<file path="src/hsv_pkg.sv">
`timescale 1ns / 1ps
// ----------------------------------------------------------------------------
// HSV to RGB package
// Constants and sextant codes shared by the HSV to RGB converter.
// ----------------------------------------------------------------------------
package hsv_pkg;

    localparam int unsigned IN_W    = 32;
    localparam int unsigned LEVEL_W = 8;

    // Hue folding: byte weights of a 32-bit word taken modulo 360.
    localparam logic [16:0] HUE_W2   = 17'd16;   // 2^16 mod 360
    localparam logic [16:0] HUE_W3   = 17'd136;  // 2^24 mod 360
    localparam logic [16:0] HUE_NEG  = 17'd104;  // -(2^32) mod 360
    localparam logic [16:0] HUE_CIRCLE = 17'd360;

    // floor(x / 360) for x < 2^17: (x * 2912) >> 20, low by at most one.
    localparam logic [11:0] HUE_RECIP = 12'd2912;
    localparam int unsigned HUE_SHIFT = 20;

    // floor(h / 60) for h < 360: (h * 1093) >> 16, exact.
    localparam logic [10:0] SPAN_RECIP = 11'd1093;
    localparam int unsigned SPAN_SHIFT = 16;
    localparam logic [8:0]  SEXTANT_SPAN = 9'd60;

    localparam logic [7:0]  LEVEL_MAX  = 8'd255;
    localparam logic [13:0] SPAN_SCALE = 14'd15300;

    // floor(p / 255) for p < 2^16: (p * 32897) >> 23, exact.
    localparam logic [15:0] M_RECIP = 16'd32897;
    localparam int unsigned M_SHIFT = 23;

    // floor(p / 15300) for p <= 3901500: (p * 17965877) >> 38, exact.
    localparam logic [24:0] NK_RECIP = 25'd17965877;
    localparam int unsigned NK_SHIFT = 38;

    typedef enum logic [2:0] {
        SEXT_0 = 3'd0,
        SEXT_1 = 3'd1,
        SEXT_2 = 3'd2,
        SEXT_3 = 3'd3,
        SEXT_4 = 3'd4,
        SEXT_5 = 3'd5
    } t_sextant;

endpackage

</file>
<file path="src/hsv_to_rgb_converter.sv">
`timescale 1ns / 1ps
// ----------------------------------------------------------------------------
// HSV to RGB converter
// Ten-stage pipeline: hue folded modulo 360, sextant split, three levels by
// exact reciprocal division, then placed into red, green and blue.
//
//   channel  | handshake              | payload
//   ---------+------------------------+-------------------------------------
//   input    | start, busy            | i_hue, i_saturation, i_brightness
//   result   | o_valid (strobe)       | o_red, o_green, o_blue
//
// One transaction per cycle.
// Stages: hue fold 1, reduction modulo 360 3, sextant and offset 2, level
// factors 1, level multiply 1, reciprocal multiply 1, placement 1.
// busy is always low; valid bits move with the data every cycle.
// Synchronous active-low reset clears the valid bits only.
// ----------------------------------------------------------------------------
module hsv_to_rgb_converter (
    input  logic                                  i_clk,
    input  logic                                  i_rst_n,
    input  logic                                  start,
    output logic                                  busy,
    input  logic signed [hsv_pkg::IN_W-1:0]       i_hue,
    input  logic signed [hsv_pkg::IN_W-1:0]       i_saturation,
    input  logic signed [hsv_pkg::IN_W-1:0]       i_brightness,
    output logic                                  o_valid,
    output logic        [hsv_pkg::LEVEL_W-1:0]    o_red,
    output logic        [hsv_pkg::LEVEL_W-1:0]    o_green,
    output logic        [hsv_pkg::LEVEL_W-1:0]    o_blue
);

    localparam int unsigned STAGES = 10;

    logic [STAGES-1:0] r_vld;
    logic [STAGES-1:0] n_vld;

    // stage 1: clamp, fold hue bytes
    logic [16:0] r_s1_sum,  n_s1_sum;
    logic [7:0]  r_s1_s,    n_s1_s;
    logic [7:0]  r_s1_v,    n_s1_v;
    // stage 2: quotient estimate
    logic [16:0] r_s2_sum;
    logic [8:0]  r_s2_q,    n_s2_q;
    logic [7:0]  r_s2_s,    r_s2_v;
    // stage 3: remainder
    logic [9:0]  r_s3_rem,  n_s3_rem;
    logic [7:0]  r_s3_s,    r_s3_v;
    // stage 4: corrected hue
    logic [8:0]  r_s4_hh,   n_s4_hh;
    logic [7:0]  r_s4_s,    r_s4_v;
    // stage 5: sextant
    logic [8:0]  r_s5_hh;
    logic [2:0]  r_s5_sec,  n_s5_sec;
    logic [7:0]  r_s5_s,    r_s5_v;
    // stage 6: offset in sextant
    logic [5:0]  r_s6_r,    n_s6_r;
    logic [2:0]  r_s6_sec;
    logic [7:0]  r_s6_s,    r_s6_v;
    // stage 7: level factors
    logic [7:0]  r_s7_tm,   n_s7_tm;
    logic [13:0] r_s7_tn,   n_s7_tn;
    logic [13:0] r_s7_tk,   n_s7_tk;
    logic [2:0]  r_s7_sec;
    logic [7:0]  r_s7_v;
    // stage 8: scaled products
    logic [15:0] r_s8_pm,   n_s8_pm;
    logic [21:0] r_s8_pn,   n_s8_pn;
    logic [21:0] r_s8_pk,   n_s8_pk;
    logic [2:0]  r_s8_sec;
    logic [7:0]  r_s8_v;
    // stage 9: levels
    logic [7:0]  r_s9_m,    n_s9_m;
    logic [7:0]  r_s9_n,    n_s9_n;
    logic [7:0]  r_s9_k,    n_s9_k;
    logic [2:0]  r_s9_sec;
    logic [7:0]  r_s9_v;
    // stage 10: output
    logic [7:0]  r_red,   n_red;
    logic [7:0]  r_green, n_green;
    logic [7:0]  r_blue,  n_blue;

    logic [28:0] w_qprod;
    logic [16:0] w_rem_full;
    logic [19:0] w_secprod;
    logic [8:0]  w_roff;
    logic [13:0] w_rs;
    logic [13:0] w_rks;
    logic [5:0]  w_rk;
    logic [31:0] w_mprod;
    logic [46:0] w_nprod;
    logic [46:0] w_kprod;

    assign busy = 1'b0;
    assign n_vld = {r_vld[STAGES-2:0], start};

    // stage 1
    assign n_s1_sum = 17'(i_hue[7:0])
                    + {1'b0, i_hue[15:8], 8'd0}
                    + 17'(i_hue[23:16]) * hsv_pkg::HUE_W2
                    + 17'(i_hue[31:24]) * hsv_pkg::HUE_W3
                    + (i_hue[31] ? hsv_pkg::HUE_NEG : 17'd0);
    assign n_s1_s = i_saturation[31] ? 8'd0 :
                    (|i_saturation[30:8]) ? hsv_pkg::LEVEL_MAX : i_saturation[7:0];
    assign n_s1_v = i_brightness[31] ? 8'd0 :
                    (|i_brightness[30:8]) ? hsv_pkg::LEVEL_MAX : i_brightness[7:0];

    // stage 2
    assign w_qprod = 29'(r_s1_sum) * 29'(hsv_pkg::HUE_RECIP);
    assign n_s2_q  = w_qprod[hsv_pkg::HUE_SHIFT+8:hsv_pkg::HUE_SHIFT];

    // stage 3
    assign w_rem_full = r_s2_sum - 17'(r_s2_q) * hsv_pkg::HUE_CIRCLE;
    assign n_s3_rem   = w_rem_full[9:0];

    // stage 4
    assign n_s4_hh = (r_s3_rem >= 10'(hsv_pkg::HUE_CIRCLE))
                   ? 9'(r_s3_rem - 10'(hsv_pkg::HUE_CIRCLE)) : r_s3_rem[8:0];

    // stage 5
    assign w_secprod = 20'(r_s4_hh) * 20'(hsv_pkg::SPAN_RECIP);
    assign n_s5_sec  = w_secprod[hsv_pkg::SPAN_SHIFT+2:hsv_pkg::SPAN_SHIFT];

    // stage 6
    assign w_roff = r_s5_hh - 9'(r_s5_sec) * hsv_pkg::SEXTANT_SPAN;
    assign n_s6_r = w_roff[5:0];

    // stage 7
    assign w_rk    = 6'(hsv_pkg::SEXTANT_SPAN) - r_s6_r;
    assign w_rs    = 14'(r_s6_r) * 14'(r_s6_s);
    assign w_rks   = 14'(w_rk) * 14'(r_s6_s);
    assign n_s7_tm = hsv_pkg::LEVEL_MAX - r_s6_s;
    assign n_s7_tn = hsv_pkg::SPAN_SCALE - w_rs;
    assign n_s7_tk = hsv_pkg::SPAN_SCALE - w_rks;

    // stage 8
    assign n_s8_pm = 16'(r_s7_v) * 16'(r_s7_tm);
    assign n_s8_pn = 22'(r_s7_v) * 22'(r_s7_tn);
    assign n_s8_pk = 22'(r_s7_v) * 22'(r_s7_tk);

    // stage 9
    assign w_mprod = 32'(r_s8_pm) * 32'(hsv_pkg::M_RECIP);
    assign w_nprod = 47'(r_s8_pn) * 47'(hsv_pkg::NK_RECIP);
    assign w_kprod = 47'(r_s8_pk) * 47'(hsv_pkg::NK_RECIP);
    assign n_s9_m  = w_mprod[hsv_pkg::M_SHIFT+7:hsv_pkg::M_SHIFT];
    assign n_s9_n  = w_nprod[hsv_pkg::NK_SHIFT+7:hsv_pkg::NK_SHIFT];
    assign n_s9_k  = w_kprod[hsv_pkg::NK_SHIFT+7:hsv_pkg::NK_SHIFT];

    // stage 10: place levels by sextant
    always_comb begin
        case (hsv_pkg::t_sextant'(r_s9_sec))
            hsv_pkg::SEXT_0: begin
                n_red = r_s9_v; n_green = r_s9_k; n_blue = r_s9_m;
            end
            hsv_pkg::SEXT_1: begin
                n_red = r_s9_n; n_green = r_s9_v; n_blue = r_s9_m;
            end
            hsv_pkg::SEXT_2: begin
                n_red = r_s9_m; n_green = r_s9_v; n_blue = r_s9_k;
            end
            hsv_pkg::SEXT_3: begin
                n_red = r_s9_m; n_green = r_s9_n; n_blue = r_s9_v;
            end
            hsv_pkg::SEXT_4: begin
                n_red = r_s9_k; n_green = r_s9_m; n_blue = r_s9_v;
            end
            default: begin
                n_red = r_s9_v; n_green = r_s9_m; n_blue = r_s9_n;
            end
        endcase
    end

    always_ff @(posedge i_clk) begin
        if (!i_rst_n) begin
            r_vld <= '0;
        end else begin
            r_vld <= n_vld;
        end
    end

    always_ff @(posedge i_clk) begin
        r_s1_sum <= n_s1_sum;
        r_s1_s   <= n_s1_s;
        r_s1_v   <= n_s1_v;

        r_s2_sum <= r_s1_sum;
        r_s2_q   <= n_s2_q;
        r_s2_s   <= r_s1_s;
        r_s2_v   <= r_s1_v;

        r_s3_rem <= n_s3_rem;
        r_s3_s   <= r_s2_s;
        r_s3_v   <= r_s2_v;

        r_s4_hh  <= n_s4_hh;
        r_s4_s   <= r_s3_s;
        r_s4_v   <= r_s3_v;

        r_s5_hh  <= r_s4_hh;
        r_s5_sec <= n_s5_sec;
        r_s5_s   <= r_s4_s;
        r_s5_v   <= r_s4_v;

        r_s6_r   <= n_s6_r;
        r_s6_sec <= r_s5_sec;
        r_s6_s   <= r_s5_s;
        r_s6_v   <= r_s5_v;

        r_s7_tm  <= n_s7_tm;
        r_s7_tn  <= n_s7_tn;
        r_s7_tk  <= n_s7_tk;
        r_s7_sec <= r_s6_sec;
        r_s7_v   <= r_s6_v;

        r_s8_pm  <= n_s8_pm;
        r_s8_pn  <= n_s8_pn;
        r_s8_pk  <= n_s8_pk;
        r_s8_sec <= r_s7_sec;
        r_s8_v   <= r_s7_v;

        r_s9_m   <= n_s9_m;
        r_s9_n   <= n_s9_n;
        r_s9_k   <= n_s9_k;
        r_s9_sec <= r_s8_sec;
        r_s9_v   <= r_s8_v;

        r_red    <= n_red;
        r_green  <= n_green;
        r_blue   <= n_blue;
    end

    assign o_valid = r_vld[STAGES-1];
    assign o_red   = r_red;
    assign o_green = r_green;
    assign o_blue  = r_blue;

endmodule

</file>
<file path="config.mk">
export PLATFORM = sky130hd
export DESIGN_NAME = hsv_to_rgb_converter
export DESIGN_NICKNAME = d
export VERILOG_FILES = /design/src/hsv_pkg.sv /design/src/hsv_to_rgb_converter.sv
export SDC_FILE = /design/constraint.sdc
export NUM_CORES = 2
export LEC_CHECK = 0
export BUFFER_PORTS_ARGS = -buffer_cell sky130_fd_sc_hd__buf_2
export CORE_AREA = 2 2 304 216
export CTS_BUF_LIST = sky130_fd_sc_hd__clkbuf_8
export CTS_CLUSTER_DIAMETER = 100
export DETAILED_ROUTE_END_ITERATION = 6
export DIE_AREA = 0 0 306 218
export GPL_TIMING_DRIVEN = 1
export PLACE_DENSITY = 0.86
export SYNTH_ARGS = -nofsm -noshare
export SYNTH_HDL_FRONTEND = slang
export SYNTH_SLANG_ARGS = --single-unit
</file>
<file path="constraint.sdc">
create_clock -name i_clk -period 11 [get_ports i_clk]
set_clock_uncertainty 0.15 [all_clocks]
set_input_delay 2.2 -clock i_clk [delete_from_list [all_inputs] [get_ports i_clk]]
set_output_delay 2.2 -clock i_clk [all_outputs]
set_load 0.02 [all_outputs]
</file>
After elaboration in Yosys (flattened, before gate mapping)
Index checks and enable logic that the tools add are counted.
{ "op_classes": {"n_addsub": 11, "multipliers": 13, "magnitude_cmp": 1, "eq_ne": 4, "n_mux": 7, "n_reduce_logical": 7} }
{ "ops": {"columns": ["cell", "n"], "rows": [
  ["22-bit by 25-bit multiplier with 46-bit output, second input constant", 2],
  ["8-bit case mux with 3 select lines", 3],
  ["23-bit OR reduction", 2],
  ["8-bit by 14-bit multiplier with 22-bit output", 2],
  ["16-bit by 16-bit multiplier with 31-bit output, second input constant", 1],
  ["6-bit by 8-bit multiplier with 14-bit output", 2],
  ["14-bit subtractor, first input constant", 2],
  ["17-bit by 7-bit multiplier with 24-bit output, second input constant", 1],
  ["9-bit by 11-bit multiplier with 19-bit output, second input constant", 1],
  ["17-bit by 12-bit adder with 17-bit output", 1],
  ["17-bit by 16-bit adder with 17-bit output", 1],
  ["17-bit by 7-bit adder with 17-bit output", 1],
  ["8-bit by 16-bit adder with 17-bit output", 1],
  ["8-bit by 8-bit multiplier with 16-bit output", 1],
  ["8-bit two-way mux", 2],
  ["8-bit by 5-bit multiplier with 13-bit output, second input constant", 1],
  ["10-bit by 9-bit greater-or-equal comparator with 1-bit output, second input constant", 1],
  ["10-bit subtractor", 1],
  ["9-bit by 6-bit multiplier with 7-bit output, second input constant", 1],
  ["9-bit two-way mux", 1],
  ["9-bit subtractor, second input constant", 1],
  ["2-bit OR reduction", 4],
  ["8-bit subtractor, first input constant", 1],
  ["7-bit two-way mux", 1],
  ["other kinds (7)", 8]
]} }
{ "totals": {"reg_bits": 356, "input_bits": 99, "out_inout_bits": 26, "wordCells": 83} }

Depth between registers and ports, before layout
{ "logic_depth": {"depth_word": 4, "depth_mapped": 22, "mapped_depth_nobuf": 22} }

Worst setup path before layout
No wires, ideal clock.
{ "synth_timing": {"path_type": "flip-flop to flip-flop", "start": "register r_s8_pn[11]", "end": "register r_s9_n[6]", "setup_ns": 0.095, "arrival_ns": 5.539, "required_time_ns": 10.755, "path_slack_ns": 5.216, "stages_incl_launch_ff": 19, "path_buffers": 0, "synth_period_minus_slack_ns": 5.784, "cell_sequence": "dfxtp_1 inv_1 ha_1 inv_1 fa_1 fa_1 fa_1 inv_1 fa_1 inv_1 fa_1 fa_1 ha_1 a2111oi_0 a32oi_1 o21ai_0 a211oi_2 or4_1 o311ai_1"} }
{ "synth_via": {"elab_chain_cells": 1} }
{ "synth_lines": {"columns": ["item", "line_no", "source"], "rows": [
  ["start: declaration", "hsv_to_rgb_converter.sv:67", "logic [21:0] r_s8_pn, n_s8_pn;"],
  ["start signal: assignment", "hsv_to_rgb_converter.sv:215", "r_s8_pn <= n_s8_pn;"],
  ["22-bit by 25-bit multiplier with 46-bit output", "hsv_to_rgb_converter.sv:142", "assign w_nprod = 47'(r_s8_pn) * 47'(hsv_pkg::NK_RECIP);"],
  ["via w_nprod[44]", "hsv_to_rgb_converter.sv:90", "logic [46:0] w_nprod;"],
  ["end signal: assignment", "hsv_to_rgb_converter.sv:221", "r_s9_n <= n_s9_n;"],
  ["end: declaration", "hsv_to_rgb_converter.sv:73", "logic [7:0] r_s9_n, n_s9_n;"]
]} }
The timed path passes the listed nets, and every way through them passes these cells.
A chain may end at the register's enable or synchronous reset.

Worst setup path in the final report
Ends and elaborated chain as after synthesis.

==> results.py <==
metrics = {
    "synthesis": {
        "synthTopCellsByArea": "fa_1 (27%), ha_1 (26%), dfxtp_1 (18%), inv_1 (8.3%), and2_1 (3.5%)",
        "synth-seq-cells": 352,
        "syn-num-nets": 5448,
        "seq_area_frac_synth_pct": 17.70,
        "syn_area_um2": 39810,
        "synth_area_per_cell_um2": 10.04,
        "synthArstFlopShare_pct": 0,
        "yosysTopAreaCell": "fa_1",
        "synthCells": 3965,
        "post-synth-top-count-cell": "inv_1",
        "ys_top_cells_by_count": "inv_1 (875), ha_1 (839), fa_1 (545)",
        "synth_top_area_share_pct": 27.41,
        "synth_cell_type_count": 65,
        "ys.flop_type": "dfxtp_1",
        "synth_edf_count": 0,
        "yosys_warnings": 0,
    },
    "routing": {
        "drtIter0Drc": 2024,
        "vias": 27090,
        "wl_um": 87220,
        "avgViaCountPerCell": 5.437,
        "drc": 0,
        "first_pass_iters": 6,
        "route.antenna.remaining_nets": 0,
        "wl_per_cell_um": 17.50,
    },
    "die": {
        "fp.dieW_um": 306,
        "core_um2": 63920,
        "ioPinCount": 125,
        "initial_utilization_pct": 62.28,
        "die_area_um2": 66710,
        "fp.dieH_um": 218,
        "rows": 78,
    },
    "clocking": {
        "cts_buffers": 53,
        "cts_sinks": 352,
        "clock_path_buffers": 3,
        "cts_resized": 0,
        "hold_buffers": 0,
        "cts_tree": "yes",
        "cts.htree.levels": 2,
        "insertion_delay_ps": 640,
        "root_buffer": "clkbuf_8",
        "post_cts_buffers": 0,
        "clkTransAtPathRegs_ps": 70,
    },
    "timing": {
        "fin_crit_ps": 6538,
        "finalSetupViolations": 0,
        "grt_setup_unrepaired": "no",
        "worst_pin_slew_ps": 1193,
        "maxSlewViolCount": 0,
        "fin_tns_setup_ps": 0,
        "finalCritPeriodShare_pct": 59.44,
        "hold_viol": 0,
        "maxClockFrequency_ghz": 0.1529,
        "relSlewSlack_pct": 20.17,
        "setup_ws_ps": 4462,
    },
    "grt": {
        "grt_pass1_vias": 29070,
        "grt_pass1_wl_um": 145900,
        "grt.total_usage_pct": 27.21,
        "antenna_found_initial": 1,
        "met3_usage_pct": 5.909,
        "overflow": 0,
        "grtUsageMet2_pct": 42.22,
        "grt_max_degree": 61,
        "grt.busiest_layer": "met2",
        "use_met1_pct": 38.93,
    },
    "worst_setup_path": {
        "r2r-end": "r_s9_n[6]",
        "startpoint_type": "register",
        "worstPathRequired_ps": 11370,
        "crit_end": "r_s9_n[6]",
        "rrSetupSlack_ps": 4460,
        "critPathCaptureType": "register",
        "regToRegStartpoint": "r_s8_pn[11]",
        "worstPathMaxFanout": 8,
        "critical_path_class": "register to register",
        "crit_start": "r_s8_pn[11]",
        "arrival_ps": 6900,
        "r2r_cells": 18,
    },
    "status": {
        "status": "finished, final reports clean",
    },
    "cells_and_area": {
        "antenna_cells": 0,
        "syn2layout_area_growth_pct": 6.902,
        "drive_gt1_share_pct": 6.227,
        "nets": 5584,
        "final_util_pct": 66.58,
        "fin_cells": 4983,
    },
    "run": {
        "drv_cap": 0,
    },
    "placed_design": {
        "dpl.cell_count": 4886,
        "detailedPlace.worstSlack_ps": 4563,
        "place.port_buffers": 123,
        "gp_congestion": 0.9622,
        "dp_hpwl_um": 71870,
    },
    "min_path": {
        "hold_depth": 0,
        "hold_path_class": "register to register",
    },
}
[layout by cell type, fill, tap and decap left out, types with 63 or more instances in the layout]
master / Yosys / layout
inv_1: 875 / 887
ha_1: 839 / 839
fa_1: 545 / 545
dfxtp_1: 352 / 349
nand2_1: 227 / 227
and2_1: 223 / 223
buf_2: 0 / 123
a21oi_1: 114 / 114
xnor2_1: 102 / 102
nor2_1: 102 / 102
o21ai_0: 73 / 73
clkbuf_8: 0 / 63
[layout make-up]
| type | count | area, um^2 |
|---|---|---|
| Multi-Input combinational cell | 2687 | 29280 |
| Fill cell | 4627 | 21370 |
| Sequential cell | 352 | 7051 |
| Inverter | 875 | 3284 |
| Tap cell | 840 | 1051 |
| Clock buffer | 63 | 867.1 |
| Timing Repair Buffer | 132 | 683.2 |
| Clock inverter | 34 | 337.8 |
[logic make-up after synthesis]
family | count (synthesis) | share of synthesized area [%]
compound gates | 371 | 6.094
fa+ha+maj | 1384 | 53.77
xor+xnor | 145 | 3.190
buf+inv | 926 | 8.740
mux | 38 | 0.9932
simple gates | 748 | 9.498
other cells | 1 | 0.009420
flops | 352 | 17.70
[registers in the layout, summed over array words and instances, names as in the netlist, 10 cells and up]
register,count
r_s1_sum,17
r_s2_sum,10
r_s3_rem,10
r_s7_tk,14
r_s7_tn,13
r_s8_pk,22
r_s8_pm,16
r_s8_pn,21
r_vld,10
[how the worst min path moves through the flow]
stage / from / to
floorplan: r_s1_s[0] / r_s2_s[0]
finish: r_s1_s[4] / r_s2_s[4]
CTS: r_s1_s[4] / r_s2_s[4]
global route: r_s1_s[4] / r_s2_s[4]
detailed placement: r_s1_s[0] / r_s2_s[0]
global placement: r_s4_s[4] / r_s5_s[4]
[through the flow]
step	hold slack (ps)	area (um^2)
global placement	159.8	41350
floorplan	159.6	39810
detailed placement	162.1	41350
finish	146.9	42560
global route	151.3	42560
CTS	144.5	42560
[routing by layer]
| layer | wire (um) | share of wire, % |
|---|---|---|
| met1 | 39900 | 46 |
| met2 | 37440 | 43 |
| met3 | 7962 | 9.1 |
| met4 | 1914 | 2.2 |
| met5 | 0 | 0 |
[worst max-delay path, cell delays in order (launching register included)]
cell,delay [ps]
dfxtp_1,620
inv_1,90
ha_1,340
inv_1,70
fa_1,400
fa_1,450
fa_1,510
inv_1,60
fa_1,530
inv_1,50
fa_1,520
fa_1,450
ha_1,340
a2111oi_0,570
a32oi_1,250
o21ai_0,350
a211oi_2,160
or4_1,410
o311ai_1,100
Power is not shown: default switching activity piles up to over one toggle a cycle in this logic, so the estimate is an artifact.
